[src/design/dtw_pkg.sv]
// ----------------------------------------------------------------------------
// dtw_pkg: shared types and constants for the double tap wake gate
// Verdict codes, register indexes, widths and configuration reset values.
// ----------------------------------------------------------------------------
package dtw_pkg;

  localparam int COORD_BITS_DEF = 12;
  localparam int TIME_BITS_DEF  = 32;

  localparam int CFG_INDEX_BITS = 3;
  localparam int CFG_DATA_BITS  = 16;
  localparam int MS_BITS        = 16;
  localparam int RADIUS_BITS    = 12;
  localparam int RSQ_BITS       = 2 * RADIUS_BITS;

  typedef logic [CFG_INDEX_BITS-1:0] cfg_index_t;

  localparam cfg_index_t CFG_WAKE_ENABLE   = 3'd0;
  localparam cfg_index_t CFG_QUIET_TIME    = 3'd1;
  localparam cfg_index_t CFG_DOUBLE_GAP    = 3'd2;
  localparam cfg_index_t CFG_TAP_LONGEST   = 3'd3;
  localparam cfg_index_t CFG_TAP_RADIUS    = 3'd4;
  localparam cfg_index_t CFG_DOUBLE_RADIUS = 3'd5;

  typedef enum logic [1:0] {
    VERDICT_NONE    = 2'd0,
    VERDICT_FORWARD = 2'd1,
    VERDICT_WAKE    = 2'd2
  } verdict_t;

  localparam logic [MS_BITS-1:0]  QUIET_TIME_RST    = 16'd500;
  localparam logic [MS_BITS-1:0]  DOUBLE_GAP_RST    = 16'd300;
  localparam logic [MS_BITS-1:0]  TAP_LONGEST_RST   = 16'd250;
  // squared radii: 30 and 60 panel units
  localparam logic [RSQ_BITS-1:0] TAP_RADIUS_SQ_RST    = 24'd900;
  localparam logic [RSQ_BITS-1:0] DOUBLE_RADIUS_SQ_RST = 24'd3600;

endpackage

[src/design/dtw_in_if.sv]
// ----------------------------------------------------------------------------
// dtw_in_if: touch sample channel
// Valid/ready channel carrying one touch sample or wake notice per item.
// ----------------------------------------------------------------------------
interface dtw_in_if import dtw_pkg::*; #(
  parameter int COORD_BITS = COORD_BITS_DEF,
  parameter int TIME_BITS  = TIME_BITS_DEF
) ();
  logic                  valid;
  logic                  ready;
  logic                  action;
  logic                  screen_lit;
  logic                  is_pressed;
  logic [COORD_BITS-1:0] pos_x;
  logic [COORD_BITS-1:0] pos_y;
  logic [TIME_BITS-1:0]  time_ms;

  modport source (output valid, action, screen_lit, is_pressed, pos_x, pos_y, time_ms,
                  input ready);
  modport sink   (input valid, action, screen_lit, is_pressed, pos_x, pos_y, time_ms,
                  output ready);
endinterface

[src/design/dtw_out_if.sv]
// ----------------------------------------------------------------------------
// dtw_out_if: verdict channel
// Valid/ready channel carrying one verdict per item.
// ----------------------------------------------------------------------------
interface dtw_out_if import dtw_pkg::*; ();
  logic     valid;
  logic     ready;
  verdict_t verdict;

  modport source (output valid, verdict, input ready);
  modport sink   (input valid, verdict, output ready);
endinterface

[src/design/dtw_dist.sv]
// ----------------------------------------------------------------------------
// dtw_dist: squared distance check
// True when two points lie no farther apart than a squared radius.
// ----------------------------------------------------------------------------
module dtw_dist import dtw_pkg::*; #(
  parameter int COORD_BITS = COORD_BITS_DEF
) (
  input  logic [COORD_BITS-1:0] ax,
  input  logic [COORD_BITS-1:0] ay,
  input  logic [COORD_BITS-1:0] bx,
  input  logic [COORD_BITS-1:0] by,
  input  logic [RSQ_BITS-1:0]   r_sq,
  output logic                  near
);
  localparam int SUM_W = 2 * COORD_BITS + 1;
  localparam int SQ_W  = (SUM_W > RSQ_BITS) ? SUM_W : RSQ_BITS;

  logic [COORD_BITS-1:0]   dx;
  logic [COORD_BITS-1:0]   dy;
  logic [2*COORD_BITS-1:0] dx_sq;
  logic [2*COORD_BITS-1:0] dy_sq;
  logic [SUM_W-1:0]        sum;

  assign dx    = (ax > bx) ? ax - bx : bx - ax;
  assign dy    = (ay > by) ? ay - by : by - ay;
  assign dx_sq = dx * dx;
  assign dy_sq = dy * dy;
  assign sum   = {1'b0, dx_sq} + {1'b0, dy_sq};
  assign near  = SQ_W'(sum) <= SQ_W'(r_sq);
endmodule

[src/design/double_tap_wake_gate.sv]
// ----------------------------------------------------------------------------
// double_tap_wake_gate: double tap to wake gate for touch input
// Detects double taps on a dark screen, forwards presses on a lit screen
// and suppresses touches for a quiet time after each wake.
// ----------------------------------------------------------------------------
//  channel  | dir | handshake     | payload
//  in_chan  | in  | valid/ready   | action, screen_lit, is_pressed, pos_x, pos_y, time_ms
//  out_chan | out | valid/ready   | verdict
//  cfg_*    | in  | write enable  | cfg_index, cfg_data
//
// One item per cycle sustained while out_chan.ready stays high; an accepted
// item passes through the input register and then the verdict register,
// which drives out_chan.valid and out_chan.verdict.
// The tap state updates in the single evaluation step between the two
// registers, so back to back items see each other's effect.
// A stalled verdict holds the pipe; in_chan.ready drops only when both
// registers are full and out_chan.ready is low.
// Synchronous reset clears the tap state and loads the threshold defaults.
// ----------------------------------------------------------------------------
module double_tap_wake_gate import dtw_pkg::*; #(
  parameter int COORD_BITS = COORD_BITS_DEF,
  parameter int TIME_BITS  = TIME_BITS_DEF
) (
  input  logic                     clk,
  input  logic                     rst_n,
  dtw_in_if.sink                   in_chan,
  dtw_out_if.source                out_chan,
  input  logic                     cfg_we,
  input  cfg_index_t               cfg_index,
  input  logic [CFG_DATA_BITS-1:0] cfg_data
);

  // configuration
  logic                 wake_enable_r;
  logic [MS_BITS-1:0]   quiet_time_r;
  logic [MS_BITS-1:0]   double_gap_r;
  logic [MS_BITS-1:0]   tap_longest_r;
  logic [RSQ_BITS-1:0]  tap_radius_sq_r;
  logic [RSQ_BITS-1:0]  double_radius_sq_r;
  logic [RSQ_BITS-1:0]  cfg_radius_sq;

  // input register
  logic                  s1_v_r;
  logic                  s1_action_r;
  logic                  s1_lit_r;
  logic                  s1_pressed_r;
  logic [COORD_BITS-1:0] s1_x_r;
  logic [COORD_BITS-1:0] s1_y_r;
  logic [TIME_BITS-1:0]  s1_now_r;

  // verdict register
  logic     out_v_r, out_v_nxt;
  verdict_t out_verdict_r, verdict_nxt;

  // tap state
  logic                  prev_pressed_r, prev_pressed_nxt;
  logic                  suppressing_r, suppressing_nxt;
  logic [TIME_BITS-1:0]  wake_stamp_r, wake_stamp_nxt;
  logic [1:0]            tap_count_r, tap_count_nxt;
  logic [COORD_BITS-1:0] first_x_r, first_x_nxt;
  logic [COORD_BITS-1:0] first_y_r, first_y_nxt;
  logic [COORD_BITS-1:0] press_x_r, press_x_nxt;
  logic [COORD_BITS-1:0] press_y_r, press_y_nxt;
  logic [TIME_BITS-1:0]  down_stamp_r, down_stamp_nxt;
  logic [TIME_BITS-1:0]  up_stamp_r, up_stamp_nxt;

  logic                  advance;
  logic                  s1_fire;
  logic                  in_fire;
  logic                  down;
  logic                  up;
  logic [TIME_BITS-1:0]  since_wake;
  logic [TIME_BITS-1:0]  since_up;
  logic [TIME_BITS-1:0]  since_down;
  logic [COORD_BITS-1:0] ref_x;
  logic [COORD_BITS-1:0] ref_y;
  logic [RSQ_BITS-1:0]   ref_r_sq;
  logic                  near;

  assign advance         = !out_v_r || out_chan.ready;
  assign s1_fire         = s1_v_r && advance;
  assign in_chan.ready   = !s1_v_r || advance;
  assign in_fire         = in_chan.valid && in_chan.ready;
  assign out_chan.valid   = out_v_r;
  assign out_chan.verdict = out_verdict_r;

  // radii are kept squared; no read-back
  assign cfg_radius_sq = RSQ_BITS'(cfg_data[RADIUS_BITS-1:0] * cfg_data[RADIUS_BITS-1:0]);

  always_ff @(posedge clk) begin
    if (!rst_n) begin
      wake_enable_r      <= 1'b1;
      quiet_time_r       <= QUIET_TIME_RST;
      double_gap_r       <= DOUBLE_GAP_RST;
      tap_longest_r      <= TAP_LONGEST_RST;
      tap_radius_sq_r    <= TAP_RADIUS_SQ_RST;
      double_radius_sq_r <= DOUBLE_RADIUS_SQ_RST;
    end else if (cfg_we) begin
      unique case (cfg_index)
        CFG_WAKE_ENABLE:   wake_enable_r      <= cfg_data[0];
        CFG_QUIET_TIME:    quiet_time_r       <= cfg_data[MS_BITS-1:0];
        CFG_DOUBLE_GAP:    double_gap_r       <= cfg_data[MS_BITS-1:0];
        CFG_TAP_LONGEST:   tap_longest_r      <= cfg_data[MS_BITS-1:0];
        CFG_TAP_RADIUS:    tap_radius_sq_r    <= cfg_radius_sq;
        CFG_DOUBLE_RADIUS: double_radius_sq_r <= cfg_radius_sq;
        default: ;
      endcase
    end
  end

  // input register
  always_ff @(posedge clk) begin
    if (!rst_n) begin
      s1_v_r <= 1'b0;
    end else if (in_fire) begin
      s1_v_r <= 1'b1;
    end else if (s1_fire) begin
      s1_v_r <= 1'b0;
    end
  end

  always_ff @(posedge clk) begin
    if (in_fire) begin
      s1_action_r  <= in_chan.action;
      s1_lit_r     <= in_chan.screen_lit;
      s1_pressed_r <= in_chan.is_pressed;
      s1_x_r       <= in_chan.pos_x;
      s1_y_r       <= in_chan.pos_y;
      s1_now_r     <= in_chan.time_ms;
    end
  end

  assign down       = s1_pressed_r && !prev_pressed_r;
  assign up         = !s1_pressed_r && prev_pressed_r;
  assign since_wake = s1_now_r - wake_stamp_r;
  assign since_up   = s1_now_r - up_stamp_r;
  assign since_down = s1_now_r - down_stamp_r;

  // one distance unit: a press checks against the first tap, a release
  // against its own press point
  assign ref_x    = down ? first_x_r : press_x_r;
  assign ref_y    = down ? first_y_r : press_y_r;
  assign ref_r_sq = down ? double_radius_sq_r : tap_radius_sq_r;

  dtw_dist #(
    .COORD_BITS (COORD_BITS)
  ) u_dist (
    .ax   (ref_x),
    .ay   (ref_y),
    .bx   (s1_x_r),
    .by   (s1_y_r),
    .r_sq (ref_r_sq),
    .near (near)
  );

  always_comb begin
    prev_pressed_nxt = prev_pressed_r;
    suppressing_nxt  = suppressing_r;
    wake_stamp_nxt   = wake_stamp_r;
    tap_count_nxt    = tap_count_r;
    first_x_nxt      = first_x_r;
    first_y_nxt      = first_y_r;
    press_x_nxt      = press_x_r;
    press_y_nxt      = press_y_r;
    down_stamp_nxt   = down_stamp_r;
    up_stamp_nxt     = up_stamp_r;
    verdict_nxt      = VERDICT_NONE;

    if (s1_fire) begin
      if (s1_action_r) begin
        suppressing_nxt = 1'b1;
        wake_stamp_nxt  = s1_now_r;
        tap_count_nxt   = 2'd0;
      end else begin
        prev_pressed_nxt = s1_pressed_r;
        priority if (s1_lit_r) begin
          tap_count_nxt = 2'd0;
          if (!suppressing_r) begin
            verdict_nxt = s1_pressed_r ? VERDICT_FORWARD : VERDICT_NONE;
          end else if (!s1_pressed_r && since_wake >= TIME_BITS'(quiet_time_r)) begin
            // finger is up, so the releasing sample itself answers nothing
            suppressing_nxt = 1'b0;
          end
        end else if (!wake_enable_r) begin
          tap_count_nxt = 2'd0;
        end else if (down) begin
          if (tap_count_r == 2'd1 && since_up <= TIME_BITS'(double_gap_r) && near) begin
            tap_count_nxt = 2'd2;
          end else begin
            tap_count_nxt = 2'd1;
            first_x_nxt   = s1_x_r;
            first_y_nxt   = s1_y_r;
          end
          press_x_nxt    = s1_x_r;
          press_y_nxt    = s1_y_r;
          down_stamp_nxt = s1_now_r;
        end else if (up && tap_count_r != 2'd0) begin
          priority if (since_down > TIME_BITS'(tap_longest_r) || !near) begin
            tap_count_nxt = 2'd0;
          end else if (tap_count_r == 2'd2) begin
            suppressing_nxt = 1'b1;
            wake_stamp_nxt  = s1_now_r;
            tap_count_nxt   = 2'd0;
            verdict_nxt     = VERDICT_WAKE;
          end else begin
            up_stamp_nxt = s1_now_r;
          end
        end else begin
          // steady finger, or a release with no tap pending: hold the tap state
        end
      end
    end
  end

  always_comb begin
    out_v_nxt = out_v_r;
    if (s1_fire) begin
      out_v_nxt = 1'b1;
    end else if (out_chan.ready) begin
      out_v_nxt = 1'b0;
    end
  end

  always_ff @(posedge clk) begin
    if (!rst_n) begin
      out_v_r        <= 1'b0;
      prev_pressed_r <= 1'b0;
      suppressing_r  <= 1'b0;
      wake_stamp_r   <= '0;
      tap_count_r    <= 2'd0;
      first_x_r      <= '0;
      first_y_r      <= '0;
      press_x_r      <= '0;
      press_y_r      <= '0;
      down_stamp_r   <= '0;
      up_stamp_r     <= '0;
    end else begin
      out_v_r        <= out_v_nxt;
      prev_pressed_r <= prev_pressed_nxt;
      suppressing_r  <= suppressing_nxt;
      wake_stamp_r   <= wake_stamp_nxt;
      tap_count_r    <= tap_count_nxt;
      first_x_r      <= first_x_nxt;
      first_y_r      <= first_y_nxt;
      press_x_r      <= press_x_nxt;
      press_y_r      <= press_y_nxt;
      down_stamp_r   <= down_stamp_nxt;
      up_stamp_r     <= up_stamp_nxt;
    end
  end

  // hold the verdict while the sink stalls
  always_ff @(posedge clk) begin
    if (s1_fire) begin
      out_verdict_r <= verdict_nxt;
    end
  end

endmodule
[src/flat_wrapper.sv]
// flat-port wrapper written by rule: the top's interface ports become plain ports
module double_tap_wake_gate_flat import dtw_pkg::*;
#(
  parameter int COORD_BITS = COORD_BITS_DEF,
  parameter int TIME_BITS  = TIME_BITS_DEF
)
  (clk, rst_n, cfg_we, cfg_index, cfg_data, in_chan_valid, in_chan_action, in_chan_screen_lit, in_chan_is_pressed, in_chan_pos_x, in_chan_pos_y, in_chan_time_ms, in_chan_ready, out_chan_valid, out_chan_verdict, out_chan_ready);
  dtw_in_if #(.COORD_BITS(COORD_BITS), .TIME_BITS(TIME_BITS)) in_chan_i ();
  dtw_out_if out_chan_i ();
  input  logic clk;
  input  logic rst_n;
  input  logic cfg_we;
  input  cfg_index_t cfg_index;
  input  logic [CFG_DATA_BITS-1:0] cfg_data;
  input wire logic [$bits(in_chan_i.valid)-1:0] in_chan_valid;
  input wire logic [$bits(in_chan_i.action)-1:0] in_chan_action;
  input wire logic [$bits(in_chan_i.screen_lit)-1:0] in_chan_screen_lit;
  input wire logic [$bits(in_chan_i.is_pressed)-1:0] in_chan_is_pressed;
  input wire logic [$bits(in_chan_i.pos_x)-1:0] in_chan_pos_x;
  input wire logic [$bits(in_chan_i.pos_y)-1:0] in_chan_pos_y;
  input wire logic [$bits(in_chan_i.time_ms)-1:0] in_chan_time_ms;
  output wire logic [$bits(in_chan_i.ready)-1:0] in_chan_ready;
  output wire logic [$bits(out_chan_i.valid)-1:0] out_chan_valid;
  output wire logic [$bits(out_chan_i.verdict)-1:0] out_chan_verdict;
  input wire logic [$bits(out_chan_i.ready)-1:0] out_chan_ready;
  assign in_chan_i.valid = in_chan_valid;
  assign in_chan_i.action = in_chan_action;
  assign in_chan_i.screen_lit = in_chan_screen_lit;
  assign in_chan_i.is_pressed = in_chan_is_pressed;
  assign in_chan_i.pos_x = in_chan_pos_x;
  assign in_chan_i.pos_y = in_chan_pos_y;
  assign in_chan_i.time_ms = in_chan_time_ms;
  assign in_chan_ready = in_chan_i.ready;
  assign out_chan_valid = out_chan_i.valid;
  assign out_chan_verdict = out_chan_i.verdict;
  assign out_chan_i.ready = out_chan_ready;
  double_tap_wake_gate #(.COORD_BITS(COORD_BITS), .TIME_BITS(TIME_BITS)) u_core (.clk(clk), .rst_n(rst_n), .in_chan(in_chan_i), .out_chan(out_chan_i), .cfg_we(cfg_we), .cfg_index(cfg_index), .cfg_data(cfg_data));
endmodule
[config.mk]
export PLATFORM = sky130hd
export DESIGN_NAME = double_tap_wake_gate_flat
export DESIGN_NICKNAME = d
export VERILOG_FILES = /design/src/design/dtw_pkg.sv /design/src/design/dtw_in_if.sv /design/src/design/dtw_out_if.sv /design/src/design/dtw_dist.sv /design/src/design/double_tap_wake_gate.sv /design/src/flat_wrapper.sv
export SDC_FILE = /design/constraint.sdc
export NUM_CORES = 2
export LEC_CHECK = 0
export ABC_AREA = 0
export BUFFER_PORTS_ARGS = -buffer_cell sky130_fd_sc_hd__buf_4
export CORE_AREA = 2 2 162 323
export CTS_BUF_LIST = sky130_fd_sc_hd__clkbuf_2 sky130_fd_sc_hd__clkbuf_4 sky130_fd_sc_hd__clkbuf_8
export DETAILED_ROUTE_END_ITERATION = 10
export DIE_AREA = 0 0 164 325
export PLACE_DENSITY = 0.84
export SYNTH_ARGS = -nofsm -noshare
export SYNTH_HDL_FRONTEND = slang
export SYNTH_HIERARCHICAL = 1
export SYNTH_SLANG_ARGS = --single-unit
[constraint.sdc]
create_clock -name clk -period 17.2 [get_ports clk]
set_clock_uncertainty 0.1 [all_clocks]
set_input_delay 0 -clock clk [delete_from_list [all_inputs] [get_ports clk]]
set_output_delay 0 -clock clk [all_outputs]
set_load 0.02 [all_outputs]
==> impl_metrics.sql <==
INSERT INTO impl_metrics (metric_group, metric, value, unit) VALUES
('floorplan', 'die-area', '0.0533', 'sq mm'),
('global_route', 'grt_antenna_before_repair', '2', ''),
('final_layout', 'nets', '4937', ''),
('synthesis', 'synth.mux.area_fraction', '4.17', '%'),
('flow_run', 'maxCapViolCount', '0', ''),
('worst_hold_path', 'holdCritPathClass', 'in -> reg', ''),
('global_route', 'globalRouteOverflowTotal', '0', ''),
('run_status', 'status', 'finished clean', ''),
('synthesis', 'asyncSetResetFlopFracSynth', '0', '%'),
('global_route', 'grt_max_degree', '107', ''),
('synthesis', 'yosys-top-cells-count', 'sky130_fd_sc_hd__inv_1, sky130_fd_sc_hd__nand2_1, sky130_fd_sc_hd__ha_1', ''),
('routing', 'routed_wl', '94.4', 'mm'),
('timing', 'finalWorstSetupSlack', '2.11', 'ns'),
('synthesis', 'post_synth_fa_ha_maj_area_fraction', '31.4', '%'),
('synthesis', 'syn-instance-count', '4042', ''),
('floorplan', 'floorplan.die.width', '164', 'microns'),
('synthesis', 'synthDominantAreaCellType', 'sky130_fd_sc_hd__fa_1', ''),
('clock_network', 'clk_latency_worst_skew_pair', '0.64', 'ns'),
('synthesis', 'count_of_flip_flops_with_a_built_in_enable_after_synthesis', '61', ''),
('timing', 'max_freq', '66.3', 'MHz'),
('placement', 'finalWeightedCongestion', '1.11', ''),
('clock_network', 'holdBufCountCts', '140', ''),
('timing', 'worst_slew_margin_rel', '23.7', '%'),
('synthesis', 'synth-compound-area-share', '14.6', '%'),
('timing', 'max_slew.worst_pin.slew', '1.14', 'ns'),
('clock_network', 'cts_sinks', '306', ''),
('floorplan', 'initial_utilization', '65.5', '%'),
('clock_network', 'clock_tree.root_cell', 'sky130_fd_sc_hd__clkbuf_8', ''),
('timing', 'rsz0062_at_grt', 'no', ''),
('global_route', 'grt_pass1_wl', '151', 'mm'),
('placement', 'dp_hpwl', '71.5', 'mm'),
('synthesis', 'synthMostInstantiatedCell', 'sky130_fd_sc_hd__inv_1', ''),
('synthesis', 'post_synthesis_average_cell_area', '8.24', 'sq um'),
('final_layout', 'flow.area_growth_from_synthesis', '10.7', '%'),
('clock_network', 'cts.clk_slew.worst_paths', '0.07', 'ns'),
('placement', 'place_worst_setup_slack', '2.14', 'ns'),
('global_route', 'vias_in_the_first_global_route', '30545', ''),
('synthesis', 'synth_top_cells_by_area', 'sky130_fd_sc_hd__fa_1, sky130_fd_sc_hd__dfxtp_1, sky130_fd_sc_hd__ha_1', ''),
('worst_setup_path', 'critical-path-top-cell-by-count', 'sky130_fd_sc_hd__fa_1', ''),
('synthesis', 'ys_types', '104', ''),
('final_layout', 'postLayoutCoreUtil', '72.5', '%'),
('timing', 'sum_neg_setup_slack', '0', 'ns'),
('routing', 'dr_wl_cell', '19.3', 'microns'),
('floorplan', 'std_cell_rows', '117', ''),
('clock_network', 'cts.htree.levels', '2', ''),
('worst_setup_path', 'max_stage_delay', '0.83', 'ns'),
('synthesis', 'postSynthNetCount', '4787', ''),
('floorplan', 'floorplan.io_pins', '87', ''),
('synthesis', 'synth-seq-area-share', '20.2', '%'),
('synthesis', 'syn_area', '0.0333', 'sq mm'),
('timing', 'fin_max_slew_vios', '0', ''),
('timing', 'final-hold-violation-count', '0', ''),
('synthesis', 'largest_family_of_logic_cells_by_synthesized_area', 'adder cells', ''),
('worst_setup_path', 'worst-setup-path-type', 'reg -> reg', ''),
('global_route', 'grt.total_usage', '36.0', '%'),
('timing', 'fin_crit_sh', '87.8', '%'),
('clock_network', 'max-clock-path-buffers', '3', ''),
('synthesis', 'synth_simple_gate_area_share', '16.4', '%'),
('placement', 'numPortBuffers', '86', ''),
('worst_setup_path', 'worstSetupStartpointType', 'register', ''),
('clock_network', 'post_cts.resized_instances', '0', ''),
('routing', 'drt_drc_violations_left', '0', ''),
('clock_network', 'numCtsBuffers', '46', ''),
('worst_setup_path', 'cp.required', '17.58', 'ns'),
('routing', 'dr_total_vias', '29155', ''),
('worst_setup_path', 'slowest_stage', 'sky130_fd_sc_hd__nor4_1', ''),
('worst_setup_path', 'kind_of_end_point_of_the_critical_path', 'register', ''),
('worst_setup_path', 'critPathArrivalTime', '15.47', 'ns'),
('final_layout', 'post_route_cells_drive_above_1_share', '7.40', '%'),
('synthesis', 'synthesis.yosys.warnings', '6', ''),
('synthesis', 'yosys.area_share.xor_xnor', '3.43', '%');
-- through the flow --
| step | instances | area (sq um) | hold WS (ns) |
|---|---|---|---|
| floorplan | 4042 | 33300 | -0.00113 |
| global placement | 4658 | 34400 | 0.0778 |
| detailed placement | 4658 | 34400 | 0.0793 |
| CTS | 4881 | 36800 | 0.0161 |
| global route | 4883 | 36800 | 0.0109 |
| finish | 4883 | 36800 | 0.0312 |
-- flip-flops by register name (all words and copies together), names as in the netlist, 2 cells and up --
register	count
u_core/down_stamp_r	32
u_core/s1_now_r	32
u_core/up_stamp_r	32
u_core/wake_stamp_r	32
u_core/double_radius_sq_r	23
u_core/tap_radius_sq_r	23
u_core/double_gap_r	16
u_core/quiet_time_r	16
u_core/tap_longest_r	16
u_core/first_x_r	12
u_core/first_y_r	12
u_core/press_x_r	12
u_core/press_y_r	12
u_core/s1_x_r	12
u_core/s1_y_r	12
u_core/out_chan.verdict	2
u_core/tap_count_r	2
-- layer usage --
layer	global-route usage (%)	share of wire (%)
met5	0	0
met3	4.87	4.9
met2	66.9	53
met1	34.5	32
met4	29.0	9.9
-- critical path, delay by kind of cell, from the launching register on --
| family | cells | cell delay, ns |
|---|---|---|
| mux | 4 | 1.22 |
| simple gates | 15 | 4.33 |
| compound gates | 12 | 2.86 |
| flops | 1 | 0.37 |
| buf+inv | 7 | 0.86 |
| xor+xnor | 2 | 0.64 |
| fa+ha+maj | 10 | 4.50 |
-- final cells by class --
| type | instances | area, sq um |
|---|---|---|
| Sequential cell | 306 | 6740 |
| Antenna cell | 2 | 5.00 |
| Clock inverter | 21 | 280 |
| Clock buffer | 62 | 791 |
| Multi-Input combinational cell | 2890 | 23300 |
| Tap cell | 654 | 818 |
| Inverter | 697 | 2630 |
| Timing Repair Buffer | 251 | 2230 |
| Fill cell | 3883 | 14000 |
-- placed cells by master (no fill, tap or decap), drive strengths merged, types with 28 or more instances in the layout --
cell         instances
inv                694
nand2              491
ha                 373
a21oi              329
fa                 289
nor2               283
dfxtp              245
dlygate4sd3        140
o21ai              134
buf                111
nand3               90
a21o                83
xnor2               82
mux2i               73
clkbuf              62
edfxtp              61
mux2                58
and2                48
nand2b              47
nor3                47
nand4               41
o211ai              40
xor2                39
nor2b               37
o21a                28
-- cell families after synthesis --
logic type                 count (synthesis)
buffers and inverters                    846
other                                      1
AOI/OAI and AO/OA                        786
muxes                                    131
adders and majority gates                662
DFF                                      306
and+or+nand+nor                         1189
xor gates and xnor gates                 121
-- final timing paths --
check / slack (ns) / startpoint / end / depth (start not counted)
setup / recovery: 2.11 / u_core/s1_pressed_r$_DFFE_PP_ / u_core/first_x_r[4]$_SDFFE_PN0P_ / 50
hold / removal: 0.03 / in_chan_pos_x[11] / u_core/s1_x_r[11]$_DFFE_PP_ / 2
setup reg to reg: 2.11 / u_core/s1_pressed_r$_DFFE_PP_ / u_core/first_x_r[4]$_SDFFE_PN0P_ / 50
hold reg to reg: 0.35 / u_core/tap_radius_sq_r[16]$_SDFFE_PN0P_ / u_core/tap_radius_sq_r[16]$_SDFFE_PN0P_ / 2
Power is left out: the tool's default activity adds up to more than one toggle a clock period on the data nets, which glitch-free logic cannot reach.
